**src/design/aprq_pkg.sv**
```systemverilog
// Shared types and codes of the aging priority ready queue.
package aprq_pkg;

  localparam int IdW   = 8;
  localparam int PrioW = 7;
  localparam int TimeW = 8;
  localparam int StepW = 4;

  typedef struct packed {
    logic [IdW-1:0]   id;
    logic [PrioW-1:0] prio;
    logic [TimeW-1:0] time_left;
  } entry_t;

  // Operation carried in in_tuser.
  typedef enum logic {
    OP_ADD  = 1'b0,
    OP_TICK = 1'b1
  } opcode_t;

  // Result status carried in out_tuser.
  typedef enum logic [1:0] {
    ST_ADDED    = 2'd0,
    ST_FULL     = 2'd1,
    ST_SERVED   = 2'd2,
    ST_IDLE     = 2'd3
  } status_t;

  // Configuration register indexes.
  localparam logic CFG_AGING_STEP   = 1'b0;
  localparam logic CFG_PRIORITY_CAP = 1'b1;

  localparam logic [StepW-1:0] AGING_STEP_RST   = 4'd3;
  localparam logic [PrioW-1:0] PRIORITY_CAP_RST = 7'd99;

  // Command broadcast to every cell of the row.
  typedef enum logic [1:0] {
    CMD_HOLD     = 2'd0,
    CMD_ADD      = 2'd1,
    CMD_REMOVE   = 2'd2,
    CMD_REINSERT = 2'd3
  } cmd_e_t;

  typedef struct packed {
    cmd_e_t cmd;
    entry_t entry;
  } cell_cmd_t;

endpackage

```
**src/design/aprq_cell.sv**
```systemverilog
// One slot of the sorted queue: holds an entry and trades it with its neighbors.
module aprq_cell (
  input  logic               clk,
  input  logic               rst_n,
  input  aprq_pkg::cell_cmd_t cmd_i,
  input  aprq_pkg::entry_t   left_entry_i,
  input  logic               left_valid_i,
  input  logic               left_after_i,
  input  aprq_pkg::entry_t   right_entry_i,
  input  logic               right_valid_i,
  output aprq_pkg::entry_t   entry_o,
  output logic               valid_o,
  output logic               after_o
);

  aprq_pkg::entry_t entry_r, entry_nxt;
  logic             valid_r, valid_nxt;

  // On an add the new word goes after this slot when this slot is valid and not larger.
  // On a reinsert the queue is viewed shifted left by one, so the right neighbor decides.
  always_comb begin
    if (cmd_i.cmd == aprq_pkg::CMD_ADD) begin
      after_o = valid_r && (entry_r.prio <= cmd_i.entry.prio);
    end else begin
      after_o = right_valid_i && (right_entry_i.prio <= cmd_i.entry.prio);
    end
  end

  always_comb begin
    entry_nxt = entry_r;
    valid_nxt = valid_r;
    unique case (cmd_i.cmd)
      aprq_pkg::CMD_HOLD: begin
      end
      aprq_pkg::CMD_ADD: begin
        if (!after_o) begin
          if (left_after_i) begin
            entry_nxt = cmd_i.entry;
            valid_nxt = 1'b1;
          end else begin
            entry_nxt = left_entry_i;
            valid_nxt = left_valid_i;
          end
        end
      end
      aprq_pkg::CMD_REMOVE: begin
        entry_nxt = right_entry_i;
        valid_nxt = right_valid_i;
      end
      aprq_pkg::CMD_REINSERT: begin
        if (after_o) begin
          entry_nxt = right_entry_i;
          valid_nxt = right_valid_i;
        end else if (left_after_i) begin
          entry_nxt = cmd_i.entry;
          valid_nxt = 1'b1;
        end
      end
      default: begin
      end
    endcase
  end

  always_ff @(posedge clk) begin
    if (!rst_n) begin
      valid_r <= 1'b0;
    end else begin
      valid_r <= valid_nxt;
    end
  end

  always_ff @(posedge clk) begin
    entry_r <= entry_nxt;
  end

  assign entry_o = entry_r;
  assign valid_o = valid_r;

endmodule

```
**config.mk**
```make
export PLATFORM = sky130hd
export DESIGN_NAME = aprq_cell
export DESIGN_NICKNAME = d
export VERILOG_FILES = /design/src/design/aprq_pkg.sv /design/src/design/aprq_cell.sv
export SDC_FILE = /design/constraint.sdc
export NUM_CORES = 1
export LEC_CHECK = 0
export ABC_AREA = 1
export BUFFER_PORTS_ARGS = -buffer_cell sky130_fd_sc_hd__buf_2
export CAP_MARGIN = 10
export CORE_MARGIN = 2
export CORE_UTILIZATION = 43
export DETAILED_ROUTE_END_ITERATION = 12
export HOLD_SLACK_MARGIN = 0.15
export PLACE_DENSITY_LB_ADDON = 0.2
export SLEW_MARGIN = 10
export SYNTH_ARGS = -nofsm -noshare
export SYNTH_HDL_FRONTEND = slang
export SYNTH_SLANG_ARGS = --single-unit
```
**constraint.sdc**
```tcl
create_clock -name clk -period 2.6 [get_ports clk]
set_clock_uncertainty 0.2 [all_clocks]
set_input_delay 0.13 -clock clk [delete_from_list [all_inputs] [get_ports clk]]
set_output_delay 0.13 -clock clk [all_outputs]
set_load 0.05 [all_outputs]
```
# ---- Yosys cells after proc, flatten, opt, wreduce, memory -nomap -nowiden
# Index checks and enable logic that the tools add are counted.
dict set report totals {
  in_bits 76
  regBits 24
  out_inout_bits 25
}
dict set report classes {
  muxes 11
  n_eq_ne 5
  magnitude_cmp 2
  reduce_logical 4
}
# op count
set ops {}
lappend ops {{$mux 23} 4}
lappend ops {{$pmux 23 s3} 1}
lappend ops {{$le 7x7->1} 2}
lappend ops {{$mux 1} 5}
lappend ops {{$eq 2x2->1 const B} 2}
lappend ops {{$ne 3x3->1 const B} 1}
lappend ops {{$pmux 1 s3} 1}
lappend ops {{$reduce_and 3->1} 1}
lappend ops {{$reduce_bool 3->1} 1}
lappend ops {{$eq 2x1->1 const B} 1}
lappend ops {{$logic_and 1x1->1} 2}
lappend ops {{$ne 2x2->1 const B} 1}

# ---- Depth between registers and ports, before layout
# Gate-level depths: netlist of run 1.
dict set report logic_depth {
  ltp_word 5
  ltp_mapped 15
  mapped_depth_nobuf 14
}

# ---- Worst setup path after synthesis of run 1
# Ideal clock, no wire load.
dict set report synth_path {
  path_type {flip-flop to flip-flop}
  from {reg entry_r (netlist bit entry_o[14])}
  to {reg entry_r (netlist bit entry_o[0]) (enable)}
  path_stages_with_launch 9
  path_buffers 0
  arrival_time_ns 2.151
  required_ns 2.018
  setup_slack_ns -0.133
  setup_ns 0.382
  cell_sequence {edfxtp_1 -> ha_1 -> nand2_1 -> nor2_2 -> nand2_1 -> nand2_1 -> nand2_2 -> a21oi_1 -> and2_1}
}
dict set report synth_via {
  elab_chain_len 5
  elab_cells_between_ends 6
}
# element line
set synth_lines {}
lappend synth_lines {{start: declaration} aprq_cell.sv:16} ;# aprq_pkg::entry_t entry_r, entry_nxt;
lappend synth_lines {{start signal: assignment} aprq_cell.sv:73} ;# entry_r <= entry_nxt;
lappend synth_lines {{$le 7x7->1 (*)} aprq_cell.sv:23} ;# after_o = valid_r && (entry_r.prio <= cmd_i.entry.prio);
lappend synth_lines {{$logic_and 1x1->1 (*)} aprq_cell.sv:23}
lappend synth_lines {{$mux 1 (*)} aprq_cell.sv:22} ;# if (cmd_i.cmd == aprq_pkg::CMD_ADD) begin
lappend synth_lines {{$ne 3x3->1 (no source line) / $ne 2x2->1 (equally long branches)} -}
lappend synth_lines {{$reduce_and 3->1 (no source line) (*)} -}
# Mark *: on every way between the ends. The rest lies on a longest branch, timed or not.
# A chain may end at the register's enable or synchronous reset.

# ---- Worst setup path in the final report of run 1
dict set report layout_path {
  from {in right_entry_i[10] (netlist name)}
  to {out after_o}
}
dict set report layout_via {
  elab_chain_len 3
}
# element line
set layout_lines {}
lappend layout_lines {{start: declaration} aprq_cell.sv:9} ;# input aprq_pkg::entry_t right_entry_i,
lappend layout_lines {{$le 7x7->1} aprq_cell.sv:25} ;# after_o = right_valid_i && (right_entry_i.prio <= cmd_i.entry.prio);
lappend layout_lines {{$logic_and 1x1->1} aprq_cell.sv:25}
lappend layout_lines {{$mux 1} aprq_cell.sv:22}
lappend layout_lines {{end: declaration} aprq_cell.sv:13} ;# output logic after_o
# Every way passes these cells.

==> impl_metrics.toml, run 1 <==
[worst_setup_path]
rrSetupSlack_ns = 0.23
crit_end = "after_o"
max_stage_delay_ns = 0.56
path_cells = "dlygate4sd3_1 > buf_2 > ha_1 > a21oi_1 > nand2_1 > nand2_1 > nand2_1 > nand2_2 > nand2_4 > nand2_8 > buf_2"
reg2reg_depth = 11
path_max_fanout = 23
worst_r2r_startpoint = "entry_o[14]$_DFFE_PP_"
slowest_stage = "dlygate4sd3_1"
cpMostUsedCell = "nand2_1"
crit_path_start = "right_entry_i[10]"
r2r-end = "valid_o$_SDFFE_PN0P_"
worstSetupEndpointType = "primary output"
path_class = "in2out"
cp.arrival_ns = 2.16
cp-start-kind = "input pin"
worstPathRequired_ns = 2.27

[finish]
layout_common_cells = "100 x buf_2, 73 x nand2_1, 71 x dlygate4sd3_1"
n_antenna_cell = 0
nets = 555
layout_commonest_cell = "buf_2"
finalInstanceArea_sq_mm = 0.003558
area_growth_pct = 57.56
layout-drive-gt1-share = 0.3427

[pwr]
power.total_mw = 1.488
vdd_ir_drop_max_mv = 0.2141
power_density_mw_per_mm2 = 418.1
p_leak_nw = 1.761

[clocking]
path_clk_slew_ns = 0.09
clk_path_buf_depth = 2
cts-root-buf = "clkbuf_8"
ctsHtreeMaxLevel = 1
cts.sinks = 24
numCtsBuffers = 3
clk_latency_ns = 0.27
tritoncts = "yes"

[grt]
grt_use_met3 = 0.03555
top_usage_layer = "met2"
grtUsageMet2 = 0.4593
grt.met1_usage = 0.2773
gr-total-overflow = 0
track_usage = 0.2443
grt_pass1_wl_um = 11540
grt_pass1_vias = 2584
grt_max_degree = 47
antenna_found_initial = 0

[floorplanning]
chipHeight_um = 76.47
ios = 101
core_area_sq_mm = 0.005075
placementRows = 26
start_util = 0.4450
die_x_um = 76.47
die-area_sq_mm = 0.005848

[placed_design]
gp_congestion = 0.8110
post-dp-hpwl_um = 4254
numPortBuffers = 100
dpl_cell_area_sq_mm = 0.002789

[synthesis]
yosysWarnings = 0
synth-seq-cells = 24
netlist_instances = 298
ys_types = 27
synth_nets = 388
netlist_area_sq_mm = 0.002258
ys_seq_area_frac = 0.3147
syn_avg_cell_area_sq_um = 7.579

[detailed_routing]
wl_um = 7155
vias = 2617
viasPerCell = 4.901
ant_nets = 0
firstDrtPassIters = 4
drc = 0
drtIter0Drc = 144
routedWlPerCell_um = 13.40

[sta]
fin_crit_ns = 2.490
finalCritPeriodShare = 0.9577
hold_ws_ns = 0.1780
setup_violations = 0
slew-limit-headroom = 0.6780
rsz0062_at_grt = "true"
hold_viol = 0
tightest_slew_ns = 0.4823
drv_slew = 0
max_freq_mhz = 401.6

[outcome]
status = "complete, no violations"

[run]
max_cap_viol_count = 0

[hold_path]
hold_path_class = "in2reg"
-- power by group --
group          switching [mW]  total, mW  internal, mW
Clock                   0.132      0.238         0.106
Sequential             0.0193      0.507         0.488
Combinational           0.461      0.743         0.282
Total                   0.612       1.49         0.876
-- routing by layer --
| metal | wire (um) | up-vias |
|---|---|---|
| met3 | 411 | 9 |
| met5 | 0 | - |
| met4 | 111 | 0 |
| met1 | 2908 | 1184 |
| li1 | - | 1328 |
| met2 | 3723 | 96 |
-- worst min-delay path by stage --
stage / end / start / slack, ns / depth (start not counted)
final: valid_o$_SDFFE_PN0P_ / cmd_i[23] / 0.18 / 5
after global routing: valid_o$_SDFFE_PN0P_ / cmd_i[24] / 0.23 / 6
after CTS: valid_o$_SDFFE_PN0P_ / cmd_i[23] / 0.19 / 5
after detailed placement: valid_o$_SDFFE_PN0P_ / rst_n / 0.17 / 3
after global placement: valid_o$_SDFFE_PN0P_ / rst_n / 0.16 / 3
after floorplan: valid_o$_SDFFE_PN0P_ / rst_n / 0.05 / 2
-- cell usage after synthesis (all sizes together) --
| cell type | n | area (sq um) |
|---|---|---|
| nand3b | 1 | 7.510 |
| clkbuf | 6 | 22.52 |
| nand4 | 2 | 12.51 |
| buf | 9 | 86.33 |
| edfxtp | 23 | 690.7 |
| o21ai | 23 | 197.7 |
| nand2 | 95 | 432.9 |
| nand3 | 4 | 20.02 |
| dfxtp | 1 | 20.02 |
| nor2 | 31 | 123.9 |
| o32ai | 1 | 8.760 |
| ha | 14 | 175.2 |
| a21oi | 28 | 140.1 |
| a22oi | 22 | 165.2 |
| and3 | 1 | 6.260 |
| inv | 35 | 131.4 |
| and2 | 1 | 6.260 |
| a21boi | 1 | 11.26 |
-- timing repair --
action	4_1_cts	5_1_grt
resized for setup	0	1
endpoints found under the hold margin	24	0
hold buffers	71	0
setup endpoints to repair	0	1
buffers inserted	0	0
-- stage by stage --
step / utilization / setup slack (ns) / TNS (ns) / std cells
floorplan: - / 0.1088 / 0 / 298
global placement: 0.5496 / 0.3200 / 0 / 458
detailed placement: 0.5496 / 0.2723 / 0 / 458
CTS: 0.6985 / 0.01672 / 0 / 533
global route: 0.7012 / -0.002503 / -0.002503 / 534
finish: 0.7012 / 0.1099 / 0 / 534
-- cell type report --
cell class,instances,area [sq um]
clock inverter,1,3.754
multi-input combinational,225,1323
tap,70,87.58
clock buffer,3,41.29
inverter,35,131.4
sequential,24,710.7
fill,436,1516
timing repair buffer,176,1261
-- cells by family (layout without fill, tap and decap cells) --
group | count (synthesis) | after routing | share of synthesized area
AO/OA/AOI/OAI | 75 | 75 | 0.2316
adder cells (fa/ha/maj) | 14 | 14 | 0.07756
buffers and inverters | 50 | 215 | 0.1064
flip-flops | 24 | 24 | 0.3147
AND/OR/NAND/NOR | 135 | 136 | 0.2698
-- critical path, delay by kind of cell --
kind | cells | cell delay (ns)
AO/OA/AOI/OAI | 1 | 0.13
buffers and inverters | 3 | 1.02
adder cells (fa/ha/maj) | 1 | 0.30
AND/OR/NAND/NOR | 6 | 0.55
-- flip-flops by register name (all words and copies together) (netlist names) --
name and count:
entry_o 23, valid_o 1
Note: power is estimated with default switching activity, not from simulation.
==> run 2: changes to the inputs <==
--- a/config.mk
+++ b/config.mk
@@ -9,7 +9,7 @@
 export BUFFER_PORTS_ARGS = -buffer_cell sky130_fd_sc_hd__buf_2
 export CAP_MARGIN = 10
 export CORE_MARGIN = 2
-export CORE_UTILIZATION = 43
+export CORE_UTILIZATION = 48
 export DETAILED_ROUTE_END_ITERATION = 12
 export HOLD_SLACK_MARGIN = 0.15
 export PLACE_DENSITY_LB_ADDON = 0.2
==> constraint.sdc (replaced) <==
create_clock -name clk -period 2.8 [get_ports clk]
set_clock_uncertainty 0.2 [all_clocks]
set_input_delay 0.14 -clock clk [delete_from_list [all_inputs] [get_ports clk]]
set_output_delay 0.14 -clock clk [all_outputs]
set_load 0.05 [all_outputs]
==> run 2 against run 1 <==
  * Largest power group unchanged
  * First-iteration DRC count up 68%
  * Total power grew 0.34%
  * Cell area down 1.2%
  * Critical path type is now reg2reg
  * Global-route usage is 2.1 points higher
  * Combinational power down 4.0%
==> impl_metrics.toml, run 2 (synthesis gave the netlist of run 1 again) <==
[hold_path]
hold_depth = 5
hold_path_class = "in2reg"

[grt]
grt_pass1_wl_um = 11140
grt_pass1_vias = 2566
grtUsageMet2 = 0.4859
grt.met1_usage = 0.3059
top_usage_layer = "met2"
grt_max_degree = 47
track_usage = 0.2652
antenna_found_initial = 1
grt_use_met3 = 0.04006
gr-total-overflow = 0

[clocking]
cts.sinks = 24
clk_path_buf_depth = 2
clk_latency_ns = 0.27
ctsHtreeMaxLevel = 1
path_clk_slew_ns = 0.09
tritoncts = "yes"
cts-root-buf = "clkbuf_8"
numCtsBuffers = 3

[detailed_routing]
routedWlPerCell_um = 14.39
ant_nets = 0
drc = 0
firstDrtPassIters = 4
drtIter0Drc = 242
vias = 2719
wl_um = 7339
viasPerCell = 5.331

[worst_setup_path]
cp_top_family = "simple AND/OR/NAND/NOR gates"
max_stage_delay_ns = 0.56
cp.arrival_ns = 2.53
cpMostUsedCell = "nand2_1"
path_class = "reg2reg"
path_cells = "ha_1 > nand2_1 > inv_1 > a21oi_2 > nand2_2 > nand2_2 > nand2_8 > nand2_8 > o21ai_2 > nand2_1 > nand2_1 > dlygate4sd3_1"
worstSetupEndpointType = "flip-flop"
path_max_fanout = 11
slowest_stage = "dlygate4sd3_1"
reg2reg_depth = 12
cp-start-kind = "flip-flop"
critPathBufInv = 2
worstPathRequired_ns = 2.62
crit_cells = 12

[finish]
largest_reg_flops = 23
finalInstanceArea_sq_mm = 0.003516
layout_commonest_cell = "buf_2"
area_growth_pct = 55.68
layout_common_cells = "100 x buf_2, 73 x nand2_1, 61 x dlygate4sd3_1"
layout-drive-gt1-share = 0.3567
utilization = 0.7911
stdcell_count = 510
nets = 548
fillers = 331

[floorplanning]
core_area_sq_mm = 0.004444
start_util = 0.5082
die_x_um = 72.60
ios = 101
die-area_sq_mm = 0.005270
placementRows = 24
chipHeight_um = 72.60

[pwr]
p_leak_nw = 1.748
vdd_ir_drop_max_mv = 0.2775
power.total_mw = 1.493
power_density_mw_per_mm2 = 424.6

[sta]
finalCritPeriodShare = 0.9661
setup_violations = 0
fin_crit_ns = 2.705
setup_ws_ns = 0.09492
drv_slew = 0
hold_ws_ns = 0.1036
hold_viol = 0
tightest_slew_ns = 0.8198
tns_ns = 0
max_freq_mhz = 369.7
slew-limit-headroom = 0.4529

[outcome]
status = "complete, no violations"

[run]
max_cap_viol_count = 0

[placed_design]
dpl_cell_area_sq_mm = 0.002745
gp_congestion = 0.7869
place_inst = 439
post-dp-hpwl_um = 4192
numPortBuffers = 100
post-place-ws_ns = 0.5488
==> run 2: timing repair <==
action                                  4_1_cts  5_1_grt
endpoints found under the setup margin        0       10
hold buffers                                 63        0
resized for setup                             0        6
endpoints found under the hold margin        24        0
setup buffers                                 0        2
==> run 2: power breakdown <==
group | total [mW] | internal (mW) | switching, mW
clock | 0.310 | 0.191 | 0.119
combinational | 0.713 | 0.266 | 0.447
sequential | 0.470 | 0.453 | 0.0169
total | 1.49 | 0.910 | 0.583
==> run 2: cell type report <==
| type | instances | area [sq um] | area share |
|---|---|---|---|
| Antenna cell | 1 | 2.502 | 0.0007117 |
| Clock buffer | 3 | 41.29 | 0.01174 |
| Clock inverter | 1 | 30.03 | 0.008541 |
| Inverter | 35 | 131.4 | 0.03737 |
| Multi-Input combinational cell | 227 | 1379 | 0.3922 |
| Sequential cell | 24 | 710.7 | 0.2021 |
| Tap cell | 52 | 65.06 | 0.01851 |
| Timing Repair Buffer | 167 | 1156 | 0.3288 |
==> run 2: metal layers <==
metal	vias to the layer above	share of wire
li1	1320	-
met1	1239	0.39
met2	138	0.49
met3	22	0.080
met4	0	0.035
met5	-	0
==> run 2: worst register-to-register path: stages, from the launching register on <==
cell and delay [ns]:
edfxtp_1 0.40, ha_1 0.32, nand2_1 0.12, inv_1 0.06, a21oi_2 0.15, nand2_2 0.07, nand2_2 0.13, nand2_8 0.11
nand2_8 0.16, o21ai_2 0.06, nand2_1 0.05, nand2_1 0.07, dlygate4sd3_1 0.57
==> run 2: final timing paths <==
check                        start                    end  slack (ns)
max          entry_o[14]$_DFFE_PP_  entry_o[19]$_DFFE_PP_        0.09
min reg2reg   valid_o$_SDFFE_PN0P_   valid_o$_SDFFE_PN0P_        0.32
min                      cmd_i[15]  entry_o[15]$_DFFE_PP_        0.10
max reg2reg  entry_o[14]$_DFFE_PP_  entry_o[19]$_DFFE_PP_        0.09
==> run 3: changes to the inputs <==
--- a/config.mk
+++ b/config.mk
@@ -13,6 +13,7 @@
 export DETAILED_ROUTE_END_ITERATION = 12
 export HOLD_SLACK_MARGIN = 0.15
 export PLACE_DENSITY_LB_ADDON = 0.2
+export RECOVER_POWER = 50
 export SLEW_MARGIN = 10
 export SYNTH_ARGS = -nofsm -noshare
 export SYNTH_HDL_FRONTEND = slang
==> run 3 against run 2 <==
  * Via count down 0.70%
  * Routed wire length up 0.57%
  * Count of clock-buffer cells in the layout unchanged
  * First-iteration DRC count up 5.0%
  * Flip-flop and latch count unchanged
  * Setup slack worse by 0.00068 ns
  * Hold slack better by 0.0086 ns
  * Cell count unchanged
  * Clock power about the same
  * Critical endpoint unchanged
  * Largest cell class unchanged
  * Highest routed layer unchanged
==> impl_metrics.toml, run 3 (synthesis gave the netlist of run 1 again) <==
[outcome]
status = "complete, no violations"

[placed_design]
post-dp-hpwl_um = 4192
numPortBuffers = 100
gp_congestion = 0.7869

[worst_setup_path]
cp_top_family = "simple AND/OR/NAND/NOR gates"
worstSetupEndpointType = "flip-flop"
critPathBufInv = 2
path_cells = "ha_1 > nand2_1 > inv_1 > a21oi_2 > nand2_2 > nand2_2 > nand2_8 > nand2_8 > o21ai_2 > nand2_1 > nand2_1 > dlygate4sd3_1"
cp.arrival_ns = 2.52
path_class = "reg2reg"
max_stage_delay_ns = 0.56
worst_r2r_startpoint = "entry_o[14]$_DFFE_PP_"
cp-start-kind = "flip-flop"
cpMostUsedCell = "nand2_1"
slowest_stage = "dlygate4sd3_1"
path_max_fanout = 11
reg2reg_depth = 12
r2r-end = "entry_o[19]$_DFFE_PP_"
rrSetupSlack_ns = 0.09
worstPathRequired_ns = 2.62

[sta]
fin_crit_ns = 2.706
tns_ns = 0
finalCritPeriodShare = 0.9663
drv_slew = 0
hold_viol = 0
slew-limit-headroom = 0.4580
max_freq_mhz = 369.6
tightest_slew_ns = 0.8121
setup_violations = 0

[finish]
layout-drive-gt1-share = 0.3020
layout_common_cells = "76 x buf_2, 73 x nand2_1, 61 x dlygate4sd3_1"
layout_commonest_cell = "buf_2"
largest_reg_flops = 23
utilization = 0.7829
area_growth_pct = 54.07
nets = 548

[pwr]
p_leak_nw = 1.675
vdd_ir_drop_max_mv = 0.2745
power_density_mw_per_mm2 = 424.7
power.total_mw = 1.478

[floorplanning]
ios = 101
start_util = 0.5082
die-area_sq_mm = 0.005270
die_x_um = 72.60
chipHeight_um = 72.60
core_area_sq_mm = 0.004444
placementRows = 24

[run]
max_cap_viol_count = 0

[hold_path]
hold_depth = 5
hold_path_class = "in2reg"
worstHoldStart = "cmd_i[15]"
whs_endpoint = "entry_o[15]$_DFFE_PP_"

[clocking]
clk_latency_ns = 0.27
ctsHtreeMaxLevel = 1
cts.sinks = 24
path_clk_slew_ns = 0.09
numCtsBuffers = 3
cts-root-buf = "clkbuf_8"
clk_path_buf_depth = 2
tritoncts = "yes"

[detailed_routing]
viasPerCell = 5.294
drtIter0Drc = 254
wl_um = 7381
firstDrtPassIters = 5
routedWlPerCell_um = 14.47
vias = 2700
drc = 0
ant_nets = 0

[grt]
grt_max_degree = 47
grt_pass1_wl_um = 11140
track_usage = 0.2652
antenna_found_initial = 1
grt_pass1_vias = 2566
gr-total-overflow = 0
[run 3: cell count changes in the layout (fill, tap and decap cells not counted)]
cell,before,now
buf_2,100,76
and2_0,0,1
buf_4,6,4
and2_1,1,0
clkbuf_1,0,25
clkbuf_2,0,1
[run 3: per-stage QoR]
step	setup slack (ns)	hold WS [ns]	area, sq um	cells
2_1_floorplan	0.06722	0.06076	2258	298
3_3_place_gp	0.5987	0.1707	2745	439
6_report	0.09424	0.1122	3480	510
4_1_cts	0.009508	0.1538	3447	506
5_1_grt	-0.01175	0.2063	3480	510
3_5_place_dp	0.5488	0.1757	2745	439
[run 3: worst register-to-register path: stages (launching register included)]
cell and delay [ns]:
edfxtp_1 0.40, ha_1 0.32, nand2_1 0.12, inv_1 0.06
a21oi_2 0.15, nand2_2 0.07, nand2_2 0.13, nand2_8 0.11
nand2_8 0.16, o21ai_2 0.06, nand2_1 0.05, nand2_1 0.07
dlygate4sd3_1 0.56
[run 3: layer usage]
metal | up-vias | track usage | part of all wire
met1 | 1221 | 0.3059 | 0.39
met4 | 0 | 0.1091 | 0.030
met5 | - | 0 | 0
met3 | 20 | 0.04006 | 0.087
met2 | 139 | 0.4859 | 0.49
li1 | 1320 | - | -
[run 3: how the worst max path moves through the flow]
stage | start | to | slack [ns] | depth (start not counted)
2_1_floorplan | entry_o[14]$_DFFE_PP_ | entry_o[0]$_DFFE_PP_ | 0.07 | 8
3_3_place_gp | entry_o[14]$_DFFE_PP_ | entry_o[8]$_DFFE_PP_ | 0.60 | 11
3_5_place_dp | entry_o[14]$_DFFE_PP_ | entry_o[18]$_DFFE_PP_ | 0.55 | 9
4_1_cts | entry_o[14]$_DFFE_PP_ | entry_o[15]$_DFFE_PP_ | 0.01 | 13
5_1_grt | entry_o[14]$_DFFE_PP_ | entry_o[0]$_DFFE_PP_ | -0.01 | 13
6_report | entry_o[14]$_DFFE_PP_ | entry_o[19]$_DFFE_PP_ | 0.09 | 12
[run 3: layout make-up]
cell class              instances  area [sq um]
diodes                          1         2.502
clock inverters                 1         30.03
flip-flops and latches         24         710.7
clock buffers                   3         41.29
inverters                      35         131.4
multi-input cells             227          1379
fillers                       343         964.7
well taps                      52         65.06
repair buffers                167          1120
[run 3: power by group]
group | internal (mW) | total (mW) | switching, mW
clock | 0.191 | 0.308 | 0.117
combinational | 0.251 | 0.697 | 0.446
sequential | 0.453 | 0.473 | 0.0191
[run 3: what timing repair did]
item / in CTS / in global routing
setup buffers: 0 / 2
resized for setup: 0 / 6
hold buffers: 63 / 0
endpoints found under the setup margin: 0 / 10
hold endpoints to repair: 24 / 0
